<file path="config.mk">
export PLATFORM = sky130hd
export DESIGN_NAME = idds_mean
export DESIGN_NICKNAME = d
export VERILOG_FILES = /design/src/idds_pkg.sv /design/src/idds_mean.sv
export SDC_FILE = /design/constraint.sdc
export NUM_CORES = 1
export LEC_CHECK = 0
export BUFFER_PORTS_ARGS = -buffer_cell sky130_fd_sc_hd__buf_2
export CAP_MARGIN = 20
export CORE_MARGIN = 4
export CORE_UTILIZATION = 39
export DETAILED_ROUTE_END_ITERATION = 12
export HOLD_SLACK_MARGIN = 0.12
export PLACE_DENSITY = 0.66
export SKIP_CTS_REPAIR_TIMING = 1
export SLEW_MARGIN = 20
export SYNTH_ARGS = -nofsm -noshare
export SYNTH_HDL_FRONTEND = slang
export SYNTH_SLANG_ARGS = --single-unit
export TNS_END_PERCENT = 30
</file>
<file path="constraint.sdc">
create_clock -name clk -period 10.9 [get_ports clk]
set_clock_uncertainty 0.2 [all_clocks]
set_input_delay 1.09 -clock clk [delete_from_list [all_inputs] [get_ports clk]]
set_output_delay 1.09 -clock clk [all_outputs]
set_load 0.05 [all_outputs]
</file>
<file path="src/idds_pkg.sv">
`default_nettype none

package idds_pkg;

    localparam int CFG_W      = 12;
    localparam int ROW_W      = 11;
    localparam int MAX_HEIGHT = 2048;
    localparam int IDX_W      = 1;

    localparam logic [IDX_W-1:0] REG_IMAGE_WIDTH  = 1'b0;
    localparam logic [IDX_W-1:0] REG_IMAGE_HEIGHT = 1'b1;

    localparam logic [CFG_W-1:0] IMAGE_WIDTH_RESET  = 12'd640;
    localparam logic [CFG_W-1:0] IMAGE_HEIGHT_RESET = 12'd480;

    // floor(x / 3) = (x * RECIP3) >> RECIP3_SHIFT for x < 2**19
    localparam logic [17:0] RECIP3       = 18'd174763;
    localparam int          RECIP3_SHIFT = 19;

    typedef struct packed {
        logic [7:0]  pixel_intensity;
        logic [15:0] pixel_depth;
        logic        frame_start;
    } pixel_t;

    typedef struct packed {
        logic [7:0]  out_intensity;
        logic [15:0] out_depth;
        logic        end_of_row;
        logic        end_of_frame;
    } result_t;

    typedef struct packed {
        logic [1:0]  cnt;
        logic [16:0] dsum;
        logic [8:0]  isum;
    } pair_t;

    typedef struct packed {
        pair_t pair;
        logic  eor;
        logic  eof;
    } blk_t;

endpackage

`default_nettype wire

</file>
<file path="src/idds_mean.sv">
`default_nettype none

module idds_mean (
    input  wire logic               clk,
    input  wire logic               rst_n,
    input  wire logic               adv,
    input  wire logic               s1_valid,
    input  wire idds_pkg::blk_t     s1_blk,
    input  wire idds_pkg::pair_t    store_data,
    output logic                    result_valid,
    output idds_pkg::result_t       result
);

    logic               s2_valid_reg;
    logic [9:0]         ti_reg;
    logic [17:0]        td_reg;
    logic [2:0]         tc_reg;
    logic               eor_reg;
    logic               eof_reg;
    logic               result_valid_reg;
    idds_pkg::result_t  result_reg;

    logic [35:0]        prod3;
    logic [15:0]        mean;

    always_comb
    begin
        prod3 = 36'(td_reg) * 36'(idds_pkg::RECIP3);
        unique case (tc_reg)
            3'd1:    mean = td_reg[15:0];
            3'd2:    mean = td_reg[16:1];
            3'd3:    mean = prod3[idds_pkg::RECIP3_SHIFT +: 16];
            3'd4:    mean = td_reg[17:2];
            default: mean = 16'd0;
        endcase
    end

    always_ff @(posedge clk or negedge rst_n)
    begin
        if (!rst_n)
        begin
            s2_valid_reg     <= 1'b0;
            result_valid_reg <= 1'b0;
        end
        else if (adv)
        begin
            s2_valid_reg     <= s1_valid;
            result_valid_reg <= s2_valid_reg;
        end
    end

    always_ff @(posedge clk)
    begin
        if (adv)
        begin
            ti_reg  <= 10'(s1_blk.pair.isum) + 10'(store_data.isum);
            td_reg  <= 18'(s1_blk.pair.dsum) + 18'(store_data.dsum);
            tc_reg  <= 3'(s1_blk.pair.cnt) + 3'(store_data.cnt);
            eor_reg <= s1_blk.eor;
            eof_reg <= s1_blk.eof;

            result_reg.out_intensity <= ti_reg[9:2];
            result_reg.out_depth     <= mean;
            result_reg.end_of_row    <= eor_reg;
            result_reg.end_of_frame  <= eof_reg;
        end
    end

    assign result_valid = result_valid_reg;
    assign result       = result_reg;

endmodule

`default_nettype wire

</file>
# After elaboration in Yosys (flattened, before gate mapping)
# Cells that the tools add are included.
dict set report classes {
  add_sub_neg 3
  multipliers 1
  n_div 0
  magnitude_cmp 0
  n_eq_ne 4
  shift 0
  mux 1
  bitwise 0
  reduce_logical 0
}
# op count
set op_table {}
lappend op_table {{16-bit one-hot mux with 4 select lines} 1}
lappend op_table {{18-bit by 18-bit multiplier with 35-bit output, second input constant} 1}
lappend op_table {{17-bit by 17-bit adder with 18-bit output} 1}
lappend op_table {{9-bit by 9-bit adder with 10-bit output} 1}
lappend op_table {{3-bit by 2-bit == test with 1-bit output, second input constant} 2}
lappend op_table {{2-bit by 2-bit adder with 3-bit output} 1}
lappend op_table {{3-bit by 1-bit == test with 1-bit output, second input constant} 1}
lappend op_table {{3-bit == test, second input constant} 1}
dict set report totals {
  regBits 61
  latch_bits 0
  ram_bits 0
  mem_bits_ro 0
  inputBits 62
  output_inout_bits 27
  memories 0
}

# Logic depth before layout (Yosys ltp)
dict set report logic_depth {
  depth_word 2
  ltp_mapped 21
}

# Worst setup path before layout
# OpenSTA, ideal clock, no wires.
dict set report synth_timing {
  path_type {register to register}
  startpoint {register td_reg[5]}
  endpoint {register result_reg, in the netlist result[14] (data pin)}
  setup_ns 0.261
  arrival_time_ns 5.591
  path_slack_ns 4.848
  stages_incl_launch_ff 21
  path_buffers 0
  path_cell_list {edfxtp_1 -> ha_1 -> fa_1 -> inv_1 -> fa_1 -> inv_1 -> fa_1 -> inv_1 -> fa_1 -> fa_1 -> inv_1 -> ha_1 -> a21oi_2 -> o21ai_1 -> a2111oi_2 -> nand3_1 -> a31oi_2 -> nand2b_2 -> and3b_1 -> a21o_1 -> a221o_1}
}
dict set report synth_via {
  elab_chain_cells 2
}
# element line
set synth_lines {}
lappend synth_lines {{start: declaration} idds_mean.sv:16} ;# logic [17:0] td_reg;
lappend synth_lines {{start signal: assignment} idds_mean.sv:57} ;# td_reg <= 18'(s1_blk.pair.dsum) + 18'(store_data.dsum);
lappend synth_lines {{18-bit by 18-bit multiplier with 35-bit output} idds_mean.sv:28} ;# prod3 = 36'(td_reg) * 36'(idds_pkg::RECIP3);
lappend synth_lines {{16-bit one-hot mux with 4 select lines} idds_mean.sv:29} ;# unique case (tc_reg)
lappend synth_lines {{via mean[12]} idds_mean.sv:24} ;# logic [15:0] mean;
lappend synth_lines {{end: declaration} idds_mean.sv:21} ;# idds_pkg::result_t result_reg;
# The timed path passes the listed nets, and every way through them passes these cells.
# A chain may end at the register's enable or synchronous reset.

# Worst setup path in the final report
dict set report layout_timing {
  startpoint {register td_reg[3]}
  endpoint {register result_reg, in the netlist result[14] (data pin)}
}
# Same word-level chain as after synthesis.

==> impl_metrics.toml <==
[die]
rows = 55
dieArea_sq_um = 25600
dieHeight_um = 160
die_w_um = 160
io_pins = 89
initial_core_util_pct = 39.6
core-area_sq_um = 22700

[critical_path]
path_class = "flop to flop"
regToRegEndpoint = "result[14]$_DFFE_PP_"
reg2reg_depth = 20
cp-start-kind = "flop"
r2r_slack_ns = 4.39
path_max_fanout = 8
cp.arrival_ns = 6.40
r2r_start = "td_reg[3]$_DFFE_PP_"
crit_required_ns = 10.79
end_kind = "flop"

[timing]
setup_tns_ns = 0
fin_crit_sh_pct = 59.7
fmax_mhz = 154
hold_ws_ns = 0.220
hold_viol = 0
maxSlewViolCount = 0
maxSlewHeadroom_pct = 48.4
worst_pin_slew_ns = 0.774
rsz0062_at_grt = "no"
setup_viol = 0
post-route-min-period_ns = 6.51

[yosys]
post_synth.cell_area_avg_sq_um = 10.0
synth_cells = 899
synth_flop_cell = "edfxtp_1"
synth_top_family_by_area = "adder cells"
syn-num-nets = 1251
synthMuxAreaShare_pct = 0.695
postSynth.asyncResetShare_pct = 3.39
synth_fa_ha_area_share_pct = 49.4
synth_compound_area_share_pct = 9.71
synthSimpleGateAreaFrac_pct = 6.93
ys_seq_area_share_pct = 19.6
yosys_warnings = 0
synth.distinct_cells = 52
synth_seq_cells = 59
synth_xor_area_share_pct = 3.11
synth_edf_count = 57
syn_area_sq_um = 9000

[clocking]
worstSkewPairLatency_ns = 0.34
cts_num_sinks = 59
cts_buffers = 9
cts_tree = "yes"
clk_pin_slew_ns = 0.06
cts-root-buf = "clkbuf_16"
cts_max_path_buffers = 2
htreeDepth = 3

[place]
hpwl_um = 18000
routabilityCongestion = 0.926
portBuffers = 88

[worst_hold_path]
whs_endpoint = "result[25]$_DFFE_PP_"
holdPathStages = 0
hold_path.class = "flop to flop"
holdCritStartpoint = "ti_reg[9]$_DFFE_PP_"

[finish]
largest_reg_flops = 26
areaGrowthSynthToFinish_pct = 12.0
layout-drive-gt1-share_pct = 11.8
final_nets = 1345
n_antenna_cell = 0
fillers = 2205

[detailed_routing]
via_per_inst = 5.02
drcViolationCount = 0
postRouteAntennaNets = 0
first_pass_iters = 5
routed-via-count = 6439
routed_wl_um = 20600
wl_per_cell_um = 16.1
drt_iter0_drc = 280

[run_status]
status = "finished clean"

[global_routing]
grt_max_degree = 60
grt_pass1_wl_um = 34800
antenna_found_initial = 0
grt_use_total_pct = 16.9
grt_pass1_vias = 6865
grt-ovfl-total = 0

[job]
maxCapViolCount = 0
==> stage by stage <==
step / area, sq um / cells / setup WS [ns] / utilization (%)
floorplan: 9000 / 899 / 4.85 / -
global placement: 9800 / 1267 / 4.46 / 43.1
detailed placement: 9800 / 1267 / 4.41 / 43.1
CTS: 10100 / 1283 / 4.40 / 44.4
global route: 10100 / 1283 / 3.91 / 44.4
finish: 10100 / 1283 / 4.39 / 44.4
==> cell usage after synthesis (all sizes together) (4+ instances only) <==
| cell | instances | area (sq um) |
|---|---|---|
| a211oi | 7 | 57.6 |
| a21o | 10 | 75.1 |
| a21oi | 28 | 148 |
| a22oi | 16 | 120 |
| a31oi | 5 | 37.5 |
| clkbuf | 9 | 33.8 |
| edfxtp | 57 | 1710 |
| fa | 109 | 2180 |
| ha | 181 | 2260 |
| inv | 245 | 920 |
| mux2i | 4 | 40.0 |
| nand2 | 32 | 120 |
| nand2b | 8 | 52.6 |
| nand3 | 5 | 25.0 |
| nand4 | 4 | 25.0 |
| nor2 | 41 | 154 |
| nor2b | 11 | 68.8 |
| nor3 | 15 | 75.1 |
| o21a | 6 | 45.0 |
| o21ai | 25 | 125 |
| o221ai | 10 | 87.6 |
| xnor2 | 27 | 236 |
| xor2 | 5 | 43.8 |
==> logic make-up after synthesis <==
logic type | after synthesis
xor+xnor | 32
fa+ha+maj | 290
simple gates | 131
buf+inv | 254
compound gates | 127
flops | 59
mux | 6
==> metal layers <==
layer  vias up  track usage (%)  part of all wire (%)
li1       3143                -                     -
met1      3071             24.5                    48
met2       196             26.0                    44
met3        29             3.15                   6.1
met4         0             4.97                   2.2
met5         -                0                     0
==> cell usage in the layout, fill, tap and decap left out, types with 4 or more instances in the layout <==
cell type,instances
a211oi_1,6
a21o_1,10
a21oi_1,26
a22oi_1,16
a31oi_1,4
buf_2,88
buf_4,4
clkbuf_16,9
edfxtp_1,57
fa_1,109
ha_1,181
inv_1,245
mux2i_1,4
nand2_1,32
nand2b_1,7
nand3_1,5
nand4_1,4
nor2_1,41
nor2b_1,11
nor3_1,15
o21a_1,6
o21ai_0,24
o221ai_1,10
xnor2_1,27
xor2_1,5
==> cell type report <==
cell class              instances  area, sq um  share of cell area, %
multi-input cells             586         6290                   62.3
flip-flops and latches         59         1760                   17.5
clock buffers                  11          253                   2.51
repair buffers                 92          470                   4.66
well taps                     285          357                   3.54
clock inverters                 5         36.3                  0.360
inverters                     245          920                   9.12
==> worst max path at each step <==
stage / cells past startpoint / start / to
2_1_floorplan: 20 / td_reg[5]$_DFFE_PP_ / result[14]$_DFFE_PP_
6_report: 20 / td_reg[3]$_DFFE_PP_ / result[14]$_DFFE_PP_
5_1_grt: 21 / td_reg[1]$_DFFE_PP_ / result[15]$_DFFE_PP_
3_3_place_gp: 20 / td_reg[3]$_DFFE_PP_ / result[14]$_DFFE_PP_
3_5_place_dp: 20 / td_reg[3]$_DFFE_PP_ / result[14]$_DFFE_PP_
4_1_cts: 20 / td_reg[3]$_DFFE_PP_ / result[14]$_DFFE_PP_
==> worst max-delay path, cell delays in order (launching register included) <==
cell and delay (ns):
edfxtp_1 0.54, ha_1 0.43, fa_1 0.53, inv_1 0.06, fa_1 0.54, inv_1 0.06, fa_1 0.52, inv_1 0.05
fa_1 0.50, fa_1 0.55, inv_1 0.04, ha_1 0.39, a21oi_2 0.17, o21ai_1 0.09, a2111oi_2 0.43, nand3_1 0.18
a31oi_2 0.27, nand2b_2 0.11, and3b_1 0.19, a21o_1 0.15, a221o_1 0.28
Power is left out: the tool's default activity adds up to more than one toggle a clock period on the data nets, which glitch-free logic cannot reach.
