### src/idds_pkg.sv
`default_nettype none

package idds_pkg;

    localparam int CFG_W      = 12;
    localparam int ROW_W      = 11;
    localparam int MAX_HEIGHT = 2048;
    localparam int IDX_W      = 1;

    localparam logic [IDX_W-1:0] REG_IMAGE_WIDTH  = 1'b0;
    localparam logic [IDX_W-1:0] REG_IMAGE_HEIGHT = 1'b1;

    localparam logic [CFG_W-1:0] IMAGE_WIDTH_RESET  = 12'd640;
    localparam logic [CFG_W-1:0] IMAGE_HEIGHT_RESET = 12'd480;

    // floor(x / 3) = (x * RECIP3) >> RECIP3_SHIFT for x < 2**19
    localparam logic [17:0] RECIP3       = 18'd174763;
    localparam int          RECIP3_SHIFT = 19;

    typedef struct packed {
        logic [7:0]  pixel_intensity;
        logic [15:0] pixel_depth;
        logic        frame_start;
    } pixel_t;

    typedef struct packed {
        logic [7:0]  out_intensity;
        logic [15:0] out_depth;
        logic        end_of_row;
        logic        end_of_frame;
    } result_t;

    typedef struct packed {
        logic [1:0]  cnt;
        logic [16:0] dsum;
        logic [8:0]  isum;
    } pair_t;

    typedef struct packed {
        pair_t pair;
        logic  eor;
        logic  eof;
    } blk_t;

endpackage

`default_nettype wire

### src/idds_front.sv
`default_nettype none

module idds_front #(
    parameter int MAX_WIDTH = 2048
) (
    input  wire logic                              clk,
    input  wire logic                              rst_n,
    input  wire logic                              cfg_wr_en,
    input  wire logic [idds_pkg::IDX_W-1:0]        cfg_index,
    input  wire logic [idds_pkg::CFG_W-1:0]        cfg_data,
    input  wire logic                              accept,
    input  wire logic                              adv,
    input  wire idds_pkg::pixel_t                  pixel,
    output logic                                   wr_en,
    output logic                                   rd_en,
    output logic [$clog2(MAX_WIDTH/2)-1:0]         addr,
    output idds_pkg::pair_t                        wr_data,
    output logic                                   s1_valid,
    output idds_pkg::blk_t                         s1_blk
);

    localparam int CFG_W = idds_pkg::CFG_W;
    localparam int ROW_W = idds_pkg::ROW_W;
    localparam int WCAP  = (MAX_WIDTH < 4096) ? MAX_WIDTH : 4095;
    localparam int CW    = $clog2(WCAP);
    localparam int AW    = $clog2(MAX_WIDTH / 2);

    logic [CFG_W-1:0] image_width_reg;
    logic [CFG_W-1:0] image_height_reg;
    logic [CW-1:0]    column_count_reg;
    logic [CW-1:0]    column_count_next;
    logic [ROW_W-1:0] row_count_reg;
    logic [ROW_W-1:0] row_count_next;
    idds_pkg::pair_t  pair_reg;
    logic             s1_valid_reg;
    idds_pkg::blk_t   s1_blk_reg;

    logic [CFG_W-1:0] wid;
    logic [CFG_W-1:0] hgt;
    logic [CW-1:0]    col;
    logic [ROW_W-1:0] row;
    logic             in_blk;
    logic [CFG_W:0]   col_inc;
    logic [CFG_W:0]   row_inc;
    logic             last_col;
    logic             last_row;
    logic             depth_ok;
    idds_pkg::pair_t  pair_sum;

    always_comb
    begin
        wid = (image_width_reg > CFG_W'(WCAP)) ? CFG_W'(WCAP) : image_width_reg;
        hgt = (image_height_reg > CFG_W'(idds_pkg::MAX_HEIGHT)) ?
              CFG_W'(idds_pkg::MAX_HEIGHT) : image_height_reg;
        col = pixel.frame_start ? '0 : column_count_reg;
        row = pixel.frame_start ? '0 : row_count_reg;

        in_blk = (CFG_W'(col) < {wid[CFG_W-1:1], 1'b0})
              && (CFG_W'(row) < {hgt[CFG_W-1:1], 1'b0});

        depth_ok      = pixel.pixel_depth != 16'd0;
        pair_sum.isum = pair_reg.isum + 9'(pixel.pixel_intensity);
        pair_sum.dsum = pair_reg.dsum + 17'(pixel.pixel_depth);
        pair_sum.cnt  = pair_reg.cnt + 2'(depth_ok);

        last_col = CFG_W'(col >> 1) == (wid >> 1) - CFG_W'(1);
        last_row = CFG_W'(row >> 1) == (hgt >> 1) - CFG_W'(1);

        col_inc = (CFG_W + 1)'(col) + (CFG_W + 1)'(1);
        row_inc = (CFG_W + 1)'(row) + (CFG_W + 1)'(1);
        if (col_inc >= (CFG_W + 1)'(wid))
        begin
            column_count_next = '0;
            row_count_next    = (row_inc >= (CFG_W + 1)'(hgt)) ? '0 : ROW_W'(row_inc);
        end
        else
        begin
            column_count_next = CW'(col_inc);
            row_count_next    = row;
        end

        wr_en   = accept && in_blk && col[0] && !row[0];
        rd_en   = accept && in_blk && col[0] && row[0];
        addr    = AW'(col >> 1);
        wr_data = pair_sum;
    end

    always_ff @(posedge clk or negedge rst_n)
    begin
        if (!rst_n)
        begin
            image_width_reg  <= idds_pkg::IMAGE_WIDTH_RESET;
            image_height_reg <= idds_pkg::IMAGE_HEIGHT_RESET;
            column_count_reg <= '0;
            row_count_reg    <= '0;
            pair_reg         <= '0;
            s1_valid_reg     <= 1'b0;
        end
        else
        begin
            if (cfg_wr_en)
            begin
                unique case (cfg_index)
                    idds_pkg::REG_IMAGE_WIDTH:  image_width_reg  <= cfg_data;
                    idds_pkg::REG_IMAGE_HEIGHT: image_height_reg <= cfg_data;
                    default:                    image_width_reg  <= image_width_reg;
                endcase
            end
            if (accept)
            begin
                column_count_reg <= column_count_next;
                row_count_reg    <= row_count_next;
                if (in_blk && !col[0])
                begin
                    pair_reg.isum <= 9'(pixel.pixel_intensity);
                    pair_reg.dsum <= 17'(pixel.pixel_depth);
                    pair_reg.cnt  <= 2'(depth_ok);
                end
            end
            if (adv)
            begin
                s1_valid_reg <= rd_en;
            end
        end
    end

    always_ff @(posedge clk)
    begin
        if (rd_en)
        begin
            s1_blk_reg.pair <= pair_sum;
            s1_blk_reg.eor  <= last_col;
            s1_blk_reg.eof  <= last_col && last_row;
        end
    end

    assign s1_valid = s1_valid_reg;
    assign s1_blk   = s1_blk_reg;

endmodule

`default_nettype wire

### config.mk
export PLATFORM = sky130hd
export DESIGN_NAME = idds_front
export DESIGN_NICKNAME = d
export VERILOG_FILES = /design/src/idds_pkg.sv /design/src/idds_front.sv
export SDC_FILE = /design/constraint.sdc
export NUM_CORES = 1
export LEC_CHECK = 0
export ABC_CLOCK_PERIOD_IN_PS = 16690
export BUFFER_PORTS_ARGS = -buffer_cell sky130_fd_sc_hd__buf_2
export CORE_MARGIN = 2
export CORE_UTILIZATION = 55
export DETAILED_ROUTE_END_ITERATION = 10
export HOLD_SLACK_MARGIN = 0.12
export PLACE_DENSITY = 0.78
export SKIP_CTS_REPAIR_TIMING = 1
export SLEW_MARGIN = 0
export SYNTH_ARGS = -nofsm -noshare
export SYNTH_HDL_FRONTEND = slang
export SYNTH_SLANG_ARGS = --single-unit
### constraint.sdc
create_clock -name clk -period 16.69 [get_ports clk]
set_input_delay 3.338 -clock clk [delete_from_list [all_inputs] [get_ports clk]]
set_output_delay 3.338 -clock clk [all_outputs]
set_load 0.05 [all_outputs]
After elaboration in Yosys (flattened, before gate mapping)
Index checks and enable logic that the tools add are counted.
Widths: inputs -> output; s select.
{ "word_totals": {"regBits": 102, "inputBits": 43, "output_inout_bits": 71, "word_cells": 49} }
{ "op_classes": {"add_sub_neg": 7, "magnitude_cmp": 6, "n_eq_ne": 2, "mux": 7, "n_bitwise": 1, "reduce_logical": 13} }
{ "ops": {"columns": ["operator", "count"], "rows": [
  ["$mux 11", 5],
  ["$add 11x1->12 const B", 2],
  ["$eq 10x12->1", 2],
  ["$ge 12x12->1", 2],
  ["$gt 12x12->1 const B", 2],
  ["$lt 11x12->1", 2],
  ["$mux 12", 2],
  ["$sub 11x1->12 const B", 2],
  ["$add 16x16->17", 1],
  ["$reduce_bool 16->1", 1],
  ["$add 8x8->9", 1],
  ["$logic_and 1x1->1", 7],
  ["$reduce_and 2->1", 3],
  ["$add 1x1->2", 1],
  ["$logic_not 1->1", 2],
  ["$not 1->1", 1]
]} }

Depth between registers and ports, before layout
Gate-level depths: netlist of run 1.
{ "depth": {"word_depth": 7, "ltp_mapped": 19, "ltp_nobuf": 16} }

Least setup slack after synthesis of run 1
Ideal clock, no wire load.
{ "synth_path": {"path_type": "input to output", "startpoint": "input pixel[0] in the netlist's numbering", "endpoint": "output rd_en", "t_arrival_ns": 7.845, "t_required_ns": 13.352, "path_slack_ns": 5.507, "path_stages": 9, "n_path_buf": 2, "cell_sequence": "buf_2 -> buf_2 -> nor2_1 -> ha_1 -> a211o_1 -> a21oi_1 -> a221oi_1 -> or4_1 -> nor2_1"} }
{ "synth_via": {"elab_chain_len": 6, "word_cells_on_any_way": 8, "classes_between": "order compare (2); mux (2); reduce/logical (4)"} }
{ "synth_rtl": {"columns": ["item", "line", "text"], "rows": [
  ["start: declaration", "idds_front.sv:13", "input wire idds_pkg::pixel_t pixel,"],
  ["$mux 11", "idds_front.sv:55", "col = pixel.frame_start ? '0 : column_count_reg;"],
  ["via addr[6]", "idds_front.sv:16", "output logic [$clog2(MAX_WIDTH/2)-1:0] addr,"],
  ["$lt 11x12->1", "idds_front.sv:58", "in_blk = (CFG_W'(col) < {wid[CFG_W-1:1], 1'b0})"],
  ["$logic_and 1x1->1", "idds_front.sv:59", "&& (CFG_W'(row) < {hgt[CFG_W-1:1], 1'b0});"],
  ["$logic_and 1x1->1 (3 in a row)", "idds_front.sv:83", "rd_en = accept && in_blk && col[0] && row[0];"],
  ["end: declaration", "idds_front.sv:15", "output logic rd_en,"]
]} }
The timed path passes the listed nets, and every way through them passes these cells.

Worst setup path after layout of run 1
{ "layout_path": {"startpoint": "input pixel[0] in the netlist's numbering", "endpoint": "output rd_en"} }
{ "layout_via": {"elab_chain_len": 6, "word_cells_on_any_way": 8, "classes_between": "order compare (2); mux (2); reduce/logical (4)"} }
{ "layout_rtl": {"columns": ["item", "line"], "rows": [
  ["$mux 11, on equally long branches", "idds_front.sv:55, idds_front.sv:56"],
  ["$lt 11x12->1, on equally long branches", "idds_front.sv:58, idds_front.sv:59"],
  ["$logic_and 1x1->1", "idds_front.sv:59"],
  ["$logic_and 1x1->1 (2 in a row)", "idds_front.sv:83"],
  ["$logic_and 1x1->1 (*)", "idds_front.sv:83"]
]} }
Mark *: on every way between the ends. The rest lies on a longest branch, timed or not.

==> flow_summary.json, run 1 <==
{
  "status": "finished clean",
  "antenna_cells": 0,
  "r2r-start": "column_count_reg[0]$_DFFE_PN0P_",
  "yosys-mux-area-fraction": 0.07720,
  "antenna_found_initial": 0,
  "cts_sinks": 102,
  "dieArea_um2": 13590,
  "ff_latch_area_um2": 2710,
  "cp-end-kind": "output pin",
  "rsz0062_at_grt": "false",
  "vias": 5711,
  "fin_crit_ps": 9866,
  "r2r-end": "row_count_reg[0]$_DFFE_PN0P_",
  "cts_tree": "yes",
  "syn_area_per_cell_um2": 10.04,
  "p_per_area_nw_per_um2": 117.5,
  "pwr-share-comb": 0.446,
  "critical_path_class": "input pin to output pin",
  "die_width_um": 116.6,
  "clk_pin_slew_ps": 70,
  "power_uw": 931.8,
  "syn-cell-area_um2": 6969,
  "worst_slack_ps": 6824,
  "finalCritPeriodShare": 0.5911,
  "p_clk_frac": 0.211,
  "vdd.ir_drop.worst_v": 0.00004633,
  "place.gp.congestion": 0.9315,
  "p_int_uw": 528.4,
  "dpl.hpwl_um": 13090,
  "required_ps": 13350,
  "fp.coreArea_um2": 12520,
  "htreeDepth": 3,
  "drtIter0Drc": 406,
  "synth_top_family_by_area": "simple AND/OR/NAND/NOR gates",
  "fin_hold_ws_ps": 513.6,
  "hp-start": "s1_valid$_DFFE_PN0P_",
  "multi_input_area_um2": 3996,
  "worstSkewPairLatency_ps": 360,
  "root_buffer": "clkbuf_16",
  "placed_cells": 956,
  "ys.flop_type": "dfrtp_1",
  "fin_worst_skew_ps": 6.375,
  "yosys.cell_types.count": 68,
  "path_max_fanout": 32,
  "yosysSeqAreaShare": 0.3889,
  "hold_end": "s1_valid$_DFFE_PN0P_",
  "fillerInstances": 1054,
  "clock_path_buffers": 2,
  "async_flop_share": 0.7059,
  "first_global_vias": 5483,
  "postRouteAntennaNets": 0,
  "fin_nets": 913,
  "seqPwrFrac": 0.343,
  "wl_per_cell_um": 17.39,
  "final_cell_mix": "buf_2, ha_1, dfrtp_1, nand2_1, mux2_2",
  "synth_edf_count": 30,
  "grt_max_degree": 73,
  "cp-startpoint": "pixel[0]",
  "final_common_cell": "buf_2",
  "finalSetupTns_ps": 0,
  "grt.total_usage": 0.2530,
  "drive_above_1_share": 0.2413,
  "final_cells": 972,
  "synth_cells": 694,
  "synthesis.nets": 812,
  "slew_violations": 0,
  "pre_cts_ws_ps": 6857,
  "max_freq_ghz": 0.1014,
  "die_h_um": 116.6,
  "synth_compound_area_frac": 0.1424,
  "setup_viol": 0,
  "synthXorXnorAreaFrac": 0.06409,
  "numCtsBuffers": 9,
  "synth_fa_ha_area_frac": 0.1368,
  "grt_pass1_wl_um": 26800,
  "synth-simple-area-share": 0.1519,
  "rows": 41,
  "route.detailed.drc": 0,
  "startpoint_type": "input pin",
  "arrival_ps": 6530,
  "gr-total-overflow": 0,
  "p_leak_nw": 3.547,
  "io_buffers": 113,
  "switchingPower_uw": 403.4,
  "min_path_type": "register to register",
  "via_per_inst": 5.876,
  "hold_viol_final": 0,
  "io_pins": 114,
  "maxCapViolCount": 0,
  "worstHoldPathCells": 1,
  "r2r_slack_ps": 12720,
  "rr_worst_depth": 14,
  "route.final.wire_length_um": 16910,
  "switching_share": 0.4329,
  "start_util": 0.5568,
  "dr.pass1.iters": 5,
  "relSlewSlack": 0.2496,
  "area_growth_pct": 13.79,
  "tightest_slew_ps": 1116,
  "yosys_warnings": 0,
  "largest_register_ffs": 30,
  "ys_seq_elements": 102
}
[worst max path at each step]
stage                 end  cells after the start
finish              rd_en                     10
global route        rd_en                     10
CTS                 rd_en                     10
detailed placement  rd_en                     10
global placement    rd_en                     10
floorplan           rd_en                      9
[power by group through the flow]
stage / logic, mW / registers [mW] / clock network (mW)
6_report: 0.415 / 0.320 / 0.197
5_1_grt: 0.449 / 0.323 / 0.209
4_1_cts: 0.414 / 0.319 / 0.201
3_5_place_dp: 0.413 / 0.324 / 0
3_3_place_gp: 0.402 / 0.322 / 0
2_1_floorplan: 0.321 / 0.320 / 0
[layout make-up]
| class | count | area share |
|---|---|---|
| clock inverters | 5 | 0.004733 |
| repair buffers | 116 | 0.07416 |
| multi-input cells | 526 | 0.5039 |
| clock buffers | 11 | 0.02935 |
| well taps | 172 | 0.02714 |
| flip-flops and latches | 102 | 0.3417 |
| inverters | 40 | 0.01893 |
[synthesized netlist by cell type (19+ instances only)]
cell type / count / area (um^2)
nor2_1: 46 / 172.7
xor2_1: 19 / 166.4
o21ai_0: 39 / 195.2
nand2_1: 49 / 183.9
inv_1: 40 / 150.1
mux2_2: 46 / 518.0
ha_1: 73 / 913.4
xnor2_1: 32 / 280.3
dfrtp_1: 66 / 1652
a21oi_1: 30 / 150.1
nor2b_1: 20 / 125.1
nand3_1: 26 / 130.1
edfxtp_1: 30 / 900.9
[cell families (layout without fill, tap and decap cells)]
| logic type | after synthesis | count (layout) |
|---|---|---|
| buffers and inverters | 66 | 172 |
| AO/OA/AOI/OAI | 149 | 149 |
| flip-flops | 102 | 102 |
| AND/OR/NAND/NOR | 203 | 203 |
| adder cells (fa/ha/maj) | 75 | 75 |
| XOR/XNOR | 51 | 51 |
| multiplexers | 48 | 48 |
[per-layer routing]
layer / wire [um] / global-route usage
met5: 0 / 0
met4: 349 / 0.09412
met3: 1059 / 0.04463
met2: 8130 / 0.4372
met1: 7366 / 0.3186
[through the flow]
| step | area, um^2 | utilization |
|---|---|---|
| 6_report | 7930 | 0.6335 |
| 5_1_grt | 7930 | 0.6335 |
| 4_1_cts | 7930 | 0.6335 |
| 3_5_place_dp | 7660 | 0.6120 |
| 3_3_place_gp | 7660 | 0.6120 |
| 2_1_floorplan | 6969 | - |
[critical path, stage by stage]
cell	delay (ps)
buf_2	480
nor2b_1	250
ha_1	370
a21o_1	170
a21oi_1	210
o221ai_1	220
or4_1	640
nor2_4	100
buf_4	370
buf_2	340
No activity file was read; power rests on OpenSTA's default activity.
==> run 2, diff against run 1 <==
--- a/config.mk
+++ b/config.mk
@@ -5,7 +5,7 @@
 export SDC_FILE = /design/constraint.sdc
 export NUM_CORES = 1
 export LEC_CHECK = 0
-export ABC_CLOCK_PERIOD_IN_PS = 16690
+export ABC_CLOCK_PERIOD_IN_PS = 9680
 export BUFFER_PORTS_ARGS = -buffer_cell sky130_fd_sc_hd__buf_2
 export CORE_MARGIN = 2
 export CORE_UTILIZATION = 55
==> constraint.sdc (replaced) <==
create_clock -name clk -period 9.68 [get_ports clk]
set_input_delay 1.936 -clock clk [delete_from_list [all_inputs] [get_ports clk]]
set_output_delay 1.936 -clock clk [all_outputs]
set_load 0.05 [all_outputs]
==> flow_summary.json, run 2 (synthesized netlist as in run 1, its figures left out) <==
{
  "fin_crit_ps": 7044,
  "clk_pin_slew_ps": 70,
  "final_common_cell": "buf_2",
  "startpoint_type": "input pin",
  "grt.total_usage": 0.2509,
  "finalSetupTns_ps": 0,
  "route.final.wire_length_um": 16760,
  "worstHoldPathCells": 1,
  "worstSkewPairLatency_ps": 360,
  "cp-startpoint": "pixel[0]",
  "fp.coreArea_um2": 12520,
  "drtIter0Drc": 356,
  "rr_worst_depth": 14,
  "p_leak_nw": 3.569,
  "fin_worst_skew_ps": 10.44,
  "tightest_slew_ps": 1108,
  "rsz0062_at_grt": "false",
  "setup_viol": 0,
  "path_buf_inv": 3,
  "wl_per_cell_um": 17.24,
  "slew_violations": 0,
  "largest_register_ffs": 30,
  "pre_cts_ws_ps": 2694,
  "io_pins": 114,
  "multi_input_area_um2": 3996,
  "crit_family": "buffers and inverters",
  "wl_met1_um": 7300,
  "grt_pass1_wl_um": 26560,
  "drive_above_1_share": 0.2413,
  "fin_hold_ws_ps": 512.7,
  "cts_tree": "yes",
  "worst_slack_ps": 2636,
  "crit_end": "rd_en",
  "max_freq_ghz": 0.1420,
  "htreeDepth": 3,
  "vias": 5745,
  "vdd.ir_drop.worst_v": 0.00009311,
  "postRouteAntennaNets": 0,
  "grt_max_degree": 73,
  "die_h_um": 116.6,
  "min_path_type": "register to register",
  "dieArea_um2": 13590,
  "dpl.hpwl_um": 12950,
  "final_cell_mix": "buf_2, ha_1, dfrtp_1, nand2_1, mux2_2",
  "rows": 41,
  "crit_chain": "buf_2 > nor2b_1 > ha_1 > a21o_1 > a21oi_1 > o221ai_1 > or4_1 > nor2_4 > buf_4 > buf_2",
  "cts_sinks": 102,
  "root_buffer": "clkbuf_16",
  "wl_met3_um": 1044,
  "dr.pass1.iters": 5,
  "antenna_cells": 0,
  "numCtsBuffers": 9,
  "path_max_fanout": 32,
  "antenna_found_initial": 0,
  "fin_nets": 913,
  "hold_viol_final": 0,
  "ff_latch_area_um2": 2710,
  "r2r_slack_ps": 5680,
  "io_buffers": 113,
  "gr-total-overflow": 0,
  "arrival_ps": 5110,
  "slowest_delay_ps": 640,
  "die_width_um": 116.6,
  "highest_layer": "met4",
  "utilization": 0.6361,
  "cp.depth": 10,
  "first_global_vias": 5494,
  "required_ps": 7740,
  "cp_slowest_cell": "or4_1",
  "place.gp.congestion": 0.9308,
  "fillerInstances": 1072,
  "route.detailed.drc": 0,
  "r2r-start": "column_count_reg[0]$_DFFE_PN0P_",
  "critPathMostFrequentCell": "buf_2",
  "cp-end-kind": "output pin",
  "via_per_inst": 5.910,
  "relSlewSlack": 0.2548,
  "clock_path_buffers": 2,
  "maxCapViolCount": 0,
  "wl_met2_um": 8101,
  "area_growth_pct": 14.25,
  "finalCritPeriodShare": 0.7277,
  "r2r-end": "row_count_reg[0]$_DFFE_PN0P_",
  "critical_path_class": "input pin to output pin",
  "start_util": 0.5568,
  "status": "finished clean",
  "p_per_area_nw_per_um2": 206.6
}
==> run 2: cell types whose count changed in the layout (fill, tap and decap cells not counted) <==
| cell | before | now |
|---|---|---|
| inv_6 | 0 | 1 |
| clkbuf_8 | 0 | 1 |
| bufinv_16 | 0 | 1 |
| clkinv_2 | 1 | 0 |
| clkinvlp_4 | 2 | 0 |
==> run 2: layer usage <==
layer / GRT usage / vias up
li1: - / 2747
met1: 0.3170 / 2783
met2: 0.4341 / 189
met3: 0.04203 / 26
met4: 0.09255 / 0
met5: 0 / -
==> run 2: worst min-delay path by stage <==
stage,start,endpoint,slack (ps)
3_3_place_gp,s1_valid$_DFFE_PN0P_,s1_valid$_DFFE_PN0P_,490
6_report,pair_reg[6]$_DFFE_PN0P_,pair_reg[6]$_DFFE_PN0P_,510
4_1_cts,image_width_reg[0]$_DFFE_PN0P_,image_width_reg[0]$_DFFE_PN0P_,510
3_5_place_dp,image_width_reg[0]$_DFFE_PN0P_,image_width_reg[0]$_DFFE_PN0P_,500
5_1_grt,pair_reg[6]$_DFFE_PN0P_,pair_reg[6]$_DFFE_PN0P_,520
2_1_floorplan,image_width_reg[0]$_DFFE_PN0P_,image_width_reg[0]$_DFFE_PN0P_,470
==> run 2: through the flow <==
step / power (mW) / cell area, um^2 / std cells
after global routing: 1.722 / 7963 / 972
after global placement: 1.247 / 7660 / 956
after CTS: 1.647 / 7963 / 972
final: 1.645 / 7963 / 972
after detailed placement: 1.271 / 7660 / 956
after floorplan: 1.104 / 6969 / 694
==> run 2: area by class of cell <==
cell class | instances | share of cell area
multi-input combinational | 526 | 0.5019
sequential | 102 | 0.3404
timing repair buffer | 116 | 0.07385
clock buffer | 12 | 0.03096
tap | 172 | 0.02703
inverter | 40 | 0.01886
clock inverter | 4 | 0.007071
==> run 2: report_power, final <==
| group | leakage, nW | internal (mW) | total, mW | switching, mW |
|---|---|---|---|---|
| combinational | 2.28 | 0.226 | 0.715 | 0.489 |
| sequential | 1.14 | 0.509 | 0.552 | 0.0424 |
| clock | 0.147 | 0.210 | 0.378 | 0.169 |
| total | 3.57 | 0.946 | 1.65 | 0.700 |
